`config.mk`:
```
export PLATFORM = sky130hd
export DESIGN_NAME = kpft_alu
export DESIGN_NICKNAME = d
export VERILOG_FILES = /design/src/rtl/core/kpft_pkg.sv /design/src/rtl/core/kpft_alu.sv
export SDC_FILE = /design/constraint.sdc
export NUM_CORES = 1
export LEC_CHECK = 0
export ABC_AREA = 1
export BUFFER_PORTS_ARGS = -buffer_cell sky130_fd_sc_hd__buf_2
export CAP_MARGIN = 20
export CORE_MARGIN = 2
export CORE_UTILIZATION = 39
export DETAILED_ROUTE_END_ITERATION = 8
export PLACE_DENSITY = 0.85
export SLEW_MARGIN = 20
export SYNTH_ARGS = -nofsm -noshare
export SYNTH_HDL_FRONTEND = slang
export SYNTH_SLANG_ARGS = --single-unit
```
`constraint.sdc`:
```
create_clock -name vclk -period 1.2
set_clock_uncertainty 0.15 [all_clocks]
set_input_delay 0.06 -clock vclk [all_inputs]
set_output_delay 0.06 -clock vclk [all_outputs]
set_load 0.01 [all_outputs]
```
`src/rtl/core/kpft_pkg.sv`:
```
// Shared constants and types for the keyed pair frequency table.
// Used by every module under rtl/core; depends on nothing.
`default_nettype none

package kpft_pkg;

    localparam int POS_ENTRIES_DEF = 256;
    localparam int MOVES_PER_POS_DEF = 16;

    localparam int KEY_W = 64;
    localparam int MOVE_W = 32;
    localparam int COUNT_W = 32;
    localparam int OPND_W = KEY_W;

    localparam logic [COUNT_W-1:0] COUNT_MAX = {COUNT_W{1'b1}};

    typedef struct packed {
        logic key_we;
        logic ent_we;
        logic slot_we;
    } tbl_wr_t;

endpackage

`default_nettype wire

```
`src/rtl/core/kpft_alu.sv`:
```
// Shared compare and saturating increment unit of the sequencer.
// Depends on kpft_pkg.
`default_nettype none

module kpft_alu (
    input  wire logic [kpft_pkg::OPND_W-1:0]  opnd_a,
    input  wire logic [kpft_pkg::OPND_W-1:0]  opnd_b,
    output logic                              eq,
    output logic [kpft_pkg::COUNT_W-1:0]      inc
);
    import kpft_pkg::*;

    logic [COUNT_W-1:0] low_a;

    assign low_a = opnd_a[COUNT_W-1:0];
    assign eq    = (opnd_a == opnd_b);
    assign inc   = (low_a == COUNT_MAX) ? low_a : low_a + COUNT_W'(1);

endmodule

`default_nettype wire

```
==> impl_metrics.py, run 1 <==
metrics = {
    "die": {
        "die_h_um": 78.2,
        "die_w_um": 78.2,
        "initial_core_util": 0.398,
        "row_count": 27,
        "ioPinCount": 161,
    },
    "logic_synthesis": {
        "synth_top_cell_by_area": "nand2_1",
        "synth_most_common_cell": "nand2_1",
        "synth_area_leaders": "nand2_1, xnor2_1, inv_1",
        "yosys_warnings": 0,
        "synth_adder_area_share": 0.00582,
        "seq_area_frac_synth": 0,
        "synth_top_family_by_area": "simple AND/OR/NAND/NOR gates",
        "synthXorXnorAreaFrac": 0.171,
        "yosys.area_share.simple": 0.663,
        "syn_area_per_cell_um2": 4.70,
        "synth_cell_type_count": 25,
        "synth_commonest_cells": "nand2_1, inv_1, nor2_1",
        "synth_cells": 457,
        "synth_nets": 586,
        "synthMuxAreaShare": 0,
        "synth_area_um2": 2150,
        "synth-compound-area-share": 0.0180,
        "synth_top_area_frac": 0.351,
    },
    "place": {
        "place_hpwl_mm": 7.77,
        "place_congestion": 0.919,
        "port_buffers": 161,
    },
    "run_status": {
        "haltStage": "5_1_grt",
        "error": "[ERROR GRT-0232] Routing congestion too high. Check the congestion heatmap in the GUI.",
        "status": "did not finish",
    },
    "grt": {
        "overflow": 4,
        "grt_start_max_net_pins": 10,
        "track_usage": 0.640,
    },
    "sta": {
        "worst-ep-kind": "primary output",
        "crit_endpoint": "inc[0]",
    },
}
[cell families after synthesis]
logic type | after synthesis
compound gates | 7
simple gates | 332
fa+ha+maj | 1
buf+inv | 75
xor+xnor | 42
[through the flow]
| stage | cell area (µm²) | worst slack, ns | std cells | TNS [ns] |
|---|---|---|---|---|
| global placement | 3680 | -0.339 | 772 | -9.17 |
| CTS | 4560 | -0.198 | 781 | -4.05 |
| detailed placement | 3680 | -0.350 | 772 | -9.41 |
| floorplan | 2180 | 0.0340 | 457 | 0 |
[metal layers]
metal | GRT usage | GRT overflow
met5 | 0.0545 | 0
met4 | 0.605 | 2
met3 | 0.399 | 0
met2 | 0.871 | 2
met1 | 0.657 | 0
[what timing repair did]
| item | in CTS |
|---|---|
| buffers inserted | 9 |
| resized for setup | 199 |
| setup endpoints to repair | 33 |
| hold buffers | 0 |
| pin swaps | 65 |
==> run 2, diff against run 1 <==
CORE_UTILIZATION = 25   (was 39)
PLACE_DENSITY = unset   (was 0.85)
PLACE_DENSITY_LB_ADDON = 0.15   (was unset)
clock period = 1.55 ns   (was 1.2 ns; I/O delays follow)
==> impl_metrics.py, run 2 <==
metrics = {
    "clock_network": {
        "hold_buffers": 0,
    },
    "grt": {
        "antenna_found_initial": 0,
        "track_usage": 0.180,
        "overflow": 0,
        "grt_start_max_net_pins": 11,
        "grt_pass1_wl_mm": 14.5,
        "grt_pass1_vias": 3312,
    },
    "sta": {
        "final_max_slew_viol_count": 0,
        "setup_violations": 0,
        "relSlewSlack": 0.806,
        "worstMarginPinSlew_ns": 0.289,
        "hold_viol": 0,
        "rsz0062_at_grt": "true",
        "max_freq_mhz": 663,
        "period_share": 0.972,
        "min_period_ns": 1.51,
        "worst_slack_ns": 0.0427,
    },
    "logic_synthesis": {
        "synth_commonest_cells": "nand2_1, inv_1, nor2_1",
        "synth_cell_type_count": 25,
        "syn_area_per_cell_um2": 4.70,
        "synth_most_common_cell": "nand2_1",
        "synth_area_leaders": "nand2_1, xnor2_1, inv_1",
        "yosys_warnings": 0,
        "synth_nets": 586,
        "synth_top_area_frac": 0.351,
        "seq_area_frac_synth": 0,
        "synth_area_um2": 2150,
        "synth_cells": 457,
        "synth_top_cell_by_area": "nand2_1",
    },
    "setup_path": {
        "crit_top_cell": "nand2_4",
        "endpoint_kind": "primary output",
        "slowest_stage": "nor3_4",
        "crit_chain": "buf_8, nand2_4, nor3_4, nand2_4, nor2_4, nand2_4, buf_12, o21ai_2, buf_2",
        "worstPathRequired_ns": 1.32,
        "critPathArrivalTime_ns": 1.28,
        "path_class": "in -> out",
        "critical-path-max-stage-delay_ns": 0.25,
        "crit_fanout": 6,
        "setup.worst_path.start_class": "primary input",
    },
    "place": {
        "place_hpwl_mm": 7.94,
        "place_congestion": 0.920,
        "port_buffers": 161,
        "place_ws_ns": -0.0960,
        "place_area_um2": 3590,
    },
    "final_layout": {
        "num_antenna_cells": 0,
        "final_cell_mix": "nand2_1, buf_2, buf_4",
        "seq_cells": 0,
        "drive_gt1_frac": 0.461,
        "seqCellArea_um2": 0,
        "fill_cells": 888,
        "final_common_cell": "nand2_1",
        "n_clock_buffer": 0,
        "finalNetCount": 819,
        "postLayoutCoreUtil": 0.486,
        "fin_area_um2": 4010,
        "synthToLayoutAreaGrowth_pct": 86.6,
    },
    "power_and_ir_drop": {
        "p_leak_uw": 0.00226,
        "power_uw": 845,
        "ir_drop_mv": 0.116,
        "power_density_nw_per_um2": 211,
    },
    "die": {
        "die_w_um": 96.7,
        "die-area_um2": 9360,
        "die_h_um": 96.7,
        "core_area_um2": 8260,
        "row_count": 33,
        "initial_core_util": 0.260,
        "ioPinCount": 161,
    },
    "job": {
        "cap_viol_max_count": 0,
    },
    "detailed_routing": {
        "wl_mm": 9.20,
        "vias": 3491,
        "wl_per_cell_um": 11.6,
        "drc": 0,
        "via_per_inst": 4.40,
        "ant_nets": 0,
        "dr.pass1.iters": 4,
        "drtIter0Drc": 82,
    },
    "run_status": {
        "status": "completed",
    },
    "worst_hold_path": {
        "min_path_type": "in -> out",
    },
}
## run 2: cell counts after synthesis
Identical to the previous run, type by type.
## run 2: report_power, final
| group | internal, µW | switching, µW |
|---|---|---|
| registers | 0 | 0 |
| clock network | 0 | 0 |
| logic | 433 | 412 |
## run 2: final cells by class
class / instances / area (µm²) / area share
multi-input combinational: 383 / 2130 / 0.531
timing repair buffer: 234 / 1480 / 0.368
inverter: 71 / 274 / 0.0683
tap: 105 / 131 / 0.0328
## run 2: cells by family after synthesis
kind of cell	synth area share
and+or+nand+nor	0.663
buffers and inverters	0.142
xor gates and xnor gates	0.171
AOI/OAI and AO/OA	0.0180
adders and majority gates	0.00582
## run 2: critical path, delay by kind of cell
kind	cells	cell delay, ns
buffers and inverters	3	0.39
and+or+nand+nor	5	0.71
AOI/OAI and AO/OA	1	0.09
## run 2: repair_timing
item / in CTS / in global routing
resized for setup: 11 / 83
cloned: 1 / 1
pin swaps: 5 / 28
buffers inserted: 2 / 4
endpoints found under the setup margin: 28 / 33
## run 2: worst paths after layout
kind | startpoint | end | slack (ns) | cells past startpoint
worst max-delay path | opnd_a[4] | inc[1] | 0.04 | 9
worst min-delay path | opnd_a[4] | inc[4] | 0.34 | 4
## run 2: routing by layer
metal	part of all wire	wire (µm)	track usage	up-vias
met4	0.017	159	0.0206	0
met1	0.44	4070	0.230	1488
met2	0.48	4440	0.334	138
li1	-	-	-	1851
met5	0	0	0	-
met3	0.058	531	0.0173	14
## run 2: metrics by stage
step,hold slack (ns),cells,TNS [ns]
3_5_place_dp,0.350,786,-0.737
3_3_place_gp,0.347,786,-1.17
4_1_cts,0.350,789,0
5_1_grt,0.362,793,-0.287
2_1_floorplan,0.123,457,0
6_report,0.336,793,0
(Power assumes the default switching activity.)
==> run 3, diff against run 2 <==
--- a/config.mk
+++ b/config.mk
@@ -6,5 +6,4 @@
 export NUM_CORES = 1
 export LEC_CHECK = 0
-export ABC_AREA = 1
 export BUFFER_PORTS_ARGS = -buffer_cell sky130_fd_sc_hd__buf_2
 export CAP_MARGIN = 20
==> constraint.sdc (replaced) <==
create_clock -name vclk -period 1.55
set_clock_uncertainty 0.15 [all_clocks]
set_input_delay 0.0775 -clock vclk [all_inputs]
set_output_delay 0.0775 -clock vclk [all_outputs]
set_load 0.05 [all_outputs]
==> impl_metrics.py, run 3 <==
metrics = {
    "power_and_ir_drop": {
        "ir_drop_mv": 0.192,
        "p_leak_uw": 0.00214,
        "power_uw": 1120,
        "power_density_nw_per_um2": 246,
    },
    "final_layout": {
        "final_cell_mix": "buf_2, buf_4, buf_6",
        "seq_cells": 0,
        "n_clock_buffer": 0,
        "fill_cells": 412,
        "num_antenna_cells": 0,
        "final_common_cell": "buf_2",
        "seqCellArea_um2": 0,
        "synthToLayoutAreaGrowth_pct": 203,
        "final-instance-count-excl-fill": 533,
        "finalNetCount": 589,
        "multi_input_area_um2": 2380,
        "drive_gt1_frac": 0.755,
    },
    "detailed_routing": {
        "vias": 2449,
        "wl_per_cell_um": 14.1,
        "drc": 0,
        "via_per_inst": 4.59,
        "wl_mm": 7.50,
        "drtIter0Drc": 55,
        "dr.pass1.iters": 4,
        "ant_nets": 0,
    },
    "die": {
        "core_area_um2": 5850,
        "die_h_um": 81.5,
        "initial_core_util": 0.257,
        "die-area_um2": 6640,
        "row_count": 28,
        "ioPinCount": 161,
        "die_w_um": 81.5,
    },
    "logic_synthesis": {
        "synth_nets": 330,
        "synth_top_area_frac": 0.408,
        "yosys_warnings": 0,
        "synth_cells": 201,
        "synth_cell_type_count": 24,
        "seq_area_frac_synth": 0,
        "synth_most_common_cell": "xor2_1",
        "synth_area_um2": 1500,
        "synth_area_leaders": "xor2_1, xnor2_1, nor4_1",
        "syn_area_per_cell_um2": 7.47,
        "synth_top_cell_by_area": "xor2_1",
        "synth_commonest_cells": "xor2_1, xnor2_1, nor4_1",
    },
    "place": {
        "dp_cells": 507,
        "port_buffers": 161,
        "place_hpwl_mm": 5.97,
        "place_congestion": 0.812,
    },
    "setup_path": {
        "critPathArrivalTime_ns": 1.60,
        "crit_chain": "buf_8, ha_4, nand3_4, nor4_4, buf_4, o21ai_4, buf_4, nor2_4, xor2_4, buf_6",
        "setup.worst_path.start_class": "primary input",
        "crit_fanout": 3,
        "endpoint_kind": "primary output",
        "crit_top_cell": "buf_4",
        "critical-path-max-stage-delay_ns": 0.31,
        "path_class": "in -> out",
        "crit_path_end": "inc[20]",
        "slowest_stage": "nor4_4",
        "critPathLaunch": "opnd_a[1]",
        "worstPathRequired_ns": 1.32,
    },
    "sta": {
        "setup_tns_ns": -6.43,
        "relSlewSlack": 0.785,
        "period_share": 1.18,
        "worstMarginPinSlew_ns": 0.319,
        "worst_hold_slack_ns": 0.402,
        "worst_slack_ns": -0.279,
        "max_freq_mhz": 547,
        "hold_viol": 0,
        "min_period_ns": 1.83,
        "final_max_slew_viol_count": 0,
        "setup_violations": 33,
        "rsz0062_at_grt": "true",
    },
    "run_status": {
        "violations": "setup timing",
        "status": "complete, but fails checks",
    },
    "clock_network": {
        "hold_buffers": 0,
    },
    "grt": {
        "grt_start_max_net_pins": 17,
        "antenna_found_initial": 0,
        "grt_pass1_wl_mm": 10.7,
        "overflow": 0,
        "grt_pass1_vias": 2479,
        "track_usage": 0.202,
    },
    "worst_hold_path": {
        "min_path_cells": 4,
        "min_path_type": "in -> out",
    },
    "job": {
        "cap_viol_max_count": 0,
    },
}
run 3: changes by cell type after synthesis, moves of 8 or more:
cell / before / now
nand2_1: 201 / 16
xor2_1: 1 / 70
inv_1: 63 / 3
nor2_1: 51 / 8
nand3_1: 40 / 13
nor4_1: 0 / 19
xnor2_1: 41 / 23
nand4_1: 3 / 18
nor3_1: 13 / 4
inv_2: 8 / 0
run 3: how the worst min path moves through the flow:
stage                    to  slack, ns        from
CTS                 inc[15]       0.41  opnd_a[15]
floorplan           inc[18]       0.12  opnd_a[18]
global route        inc[20]       0.42  opnd_a[20]
finish              inc[20]       0.40  opnd_a[20]
global placement    inc[22]       0.48  opnd_a[22]
detailed placement  inc[22]       0.48  opnd_a[22]
run 3: cell families (layout without fill, tap and decap cells):
family                   after synthesis  count (layout)  synth area share
XOR/XNOR                              93              93             0.542
buffers and inverters                  9             266            0.0475
multiplexers                           2               2            0.0150
AND/OR/NAND/NOR                       93              93             0.365
adder cells (fa/ha/maj)                1               1           0.00833
AO/OA/AOI/OAI                          3               3            0.0217
run 3: repair_timing:
action,in CTS,in global routing
pin swaps,33,35
setup buffers,10,17
gates resized for setup,134,35
setup endpoints to repair,33,33
run 3: per-stage QoR:
step           worst slack [ns]  instance area, µm²  utilization
2_1_floorplan            -0.308                2230            -
3_3_place_gp             -0.541                3660        0.625
3_5_place_dp             -0.477                3660        0.625
4_1_cts                  -0.304                4270        0.731
5_1_grt                  -0.381                4550        0.778
6_report                 -0.279                4550        0.778
run 3: cell type report:
class | count | area share
multi-input cells | 192 | 0.523
inverters | 3 | 0.00247
repair buffers | 263 | 0.454
well taps | 75 | 0.0206
run 3: power breakdown:
part / switching, µW / internal [µW]
Clock: 0 / 0
Combinational: 552 / 568
Sequential: 0 / 0
run 3: routing by layer:
| layer | up-vias | GRT usage | part of all wire |
|---|---|---|---|
| li1 | 1228 | - | - |
| met1 | 1126 | 0.255 | 0.38 |
| met2 | 91 | 0.387 | 0.55 |
| met3 | 4 | 0.0165 | 0.065 |
| met4 | 0 | 0.0136 | 0.0047 |
| met5 | - | 0 | 0 |
run 3: worst max-delay path: cells and delay by family:
kind | cells | cell delay, ns
AO/OA/AOI/OAI | 1 | 0.08
XOR/XNOR | 1 | 0.15
adder cells (fa/ha/maj) | 1 | 0.14
buffers and inverters | 4 | 0.60
AND/OR/NAND/NOR | 3 | 0.55
==> run 4, diff against run 3 <==
==> constraint.sdc (replaced) <==
create_clock -name vclk -period 1.55
set_clock_uncertainty 0.15 [all_clocks]
set_input_delay 0.0775 -clock vclk [all_inputs]
set_output_delay 0.0775 -clock vclk [all_outputs]
set_load 0.02 [all_outputs]
==> impl_metrics.py, run 4 (synthesized netlist as in run 3, its figures left out) <==
metrics = {
    "run_status": {
        "status": "complete, but fails checks",
        "violations": "setup timing",
    },
    "final_layout": {
        "final_common_cell": "buf_2",
        "finalNetCount": 575,
        "seqCellArea_um2": 0,
        "num_antenna_cells": 0,
        "drive_gt1_frac": 0.721,
        "seq_cells": 0,
        "multi_input_area_um2": 2000,
        "n_clock_buffer": 0,
        "fill_cells": 517,
        "synthToLayoutAreaGrowth_pct": 158,
        "final-instance-count-excl-fill": 519,
        "final_cell_mix": "buf_2, buf_4, xor2_1",
        "fin_area_um2": 3870,
    },
    "detailed_routing": {
        "drtIter0Drc": 65,
        "drc": 0,
        "ant_nets": 0,
        "dr.pass1.iters": 4,
        "via_per_inst": 4.66,
        "vias": 2416,
        "wl_per_cell_um": 13.5,
        "wl_mm": 7.01,
    },
    "die": {
        "core_area_um2": 5850,
        "ioPinCount": 161,
        "die_h_um": 81.5,
        "row_count": 28,
        "initial_core_util": 0.257,
        "die-area_um2": 6640,
        "die_w_um": 81.5,
    },
    "setup_path": {
        "critPathArrivalTime_ns": 1.51,
        "slowest_stage": "nor4_4",
        "path_class": "in -> out",
        "setup.worst_path.start_class": "primary input",
        "crit_top_cell": "nand3_4",
        "worstPathRequired_ns": 1.32,
        "crit_chain": "buf_8, ha_4, nand3_4, nor4_4, buf_4, nand3_4, nor3_4, xor2_2, buf_6",
        "crit_fanout": 3,
        "endpoint_kind": "primary output",
        "critical-path-max-stage-delay_ns": 0.36,
    },
    "sta": {
        "worstMarginPinSlew_ns": 0.320,
        "relSlewSlack": 0.786,
        "rsz0062_at_grt": "true",
        "hold_viol": 0,
        "final_max_slew_viol_count": 0,
        "min_period_ns": 1.74,
        "max_freq_mhz": 576,
        "setup_violations": 33,
        "worst_slack_ns": -0.186,
        "period_share": 1.12,
    },
    "place": {
        "port_buffers": 161,
        "dp_cells": 498,
        "place_hpwl_mm": 5.68,
        "place_area_um2": 3220,
        "place_congestion": 0.824,
        "place_ws_ns": -0.316,
    },
    "grt": {
        "track_usage": 0.197,
        "grt_start_max_net_pins": 17,
        "overflow": 0,
        "antenna_found_initial": 0,
        "grt_pass1_vias": 2298,
        "grt_pass1_wl_mm": 10.4,
    },
    "job": {
        "cap_viol_max_count": 0,
    },
    "power_and_ir_drop": {
        "ir_drop_mv": 0.136,
        "p_leak_uw": 0.00189,
        "power_density_nw_per_um2": 227,
    },
    "worst_hold_path": {
        "min_path_type": "in -> out",
    },
}
==> run 4: path summary, 6_finish.rpt <==
kind	from	to	slack, ns	cells past startpoint
max	opnd_a[0]	inc[30]	-0.19	9
min	opnd_a[22]	inc[22]	0.35	4
==> run 4: routing by layer <==
metal  wire length, µm  up-vias  GRT usage  share of wire
met5                 0        -          0              0
met4                49        0     0.0102         0.0070
met3               467        6     0.0220          0.067
met2              3850       92      0.388           0.55
met1              2640     1117      0.236           0.38
li1                  -     1201          -              -
==> run 4: critical path, delay by kind of cell <==
family / cells / cell delay (ns)
fa+ha+maj: 1 / 0.14
simple gates: 4 / 0.71
xor+xnor: 1 / 0.17
buf+inv: 3 / 0.41
==> run 4: final cells by class <==
class	count	area share
Inverter	3	0.00291
Tap cell	75	0.0243
Multi-Input combinational cell	192	0.517
Timing Repair Buffer	249	0.455
==> run 4: what timing repair did <==
item,in CTS,in global routing
hold buffers,0,0
gates resized for setup,104,17
pin swaps,42,11
setup buffers,15,6
endpoints found under the setup margin,33,33
==> run 4: power breakdown <==
part	total [µW]	internal (µW)	switching (µW)
Sequential	0	0	0
Clock	0	0	0
Combinational	877	482	395
==> run 4: stage by stage <==
stage	utilization	setup TNS [ns]	hold WS, ns	total power, µW
floorplan	-	-1.04	0.0711	317
global placement	0.551	-6.82	0.390	719
detailed placement	0.551	-7.32	0.374	726
CTS	0.639	-3.78	0.374	848
global route	0.661	-6.25	0.374	940
finish	0.661	-4.03	0.355	877
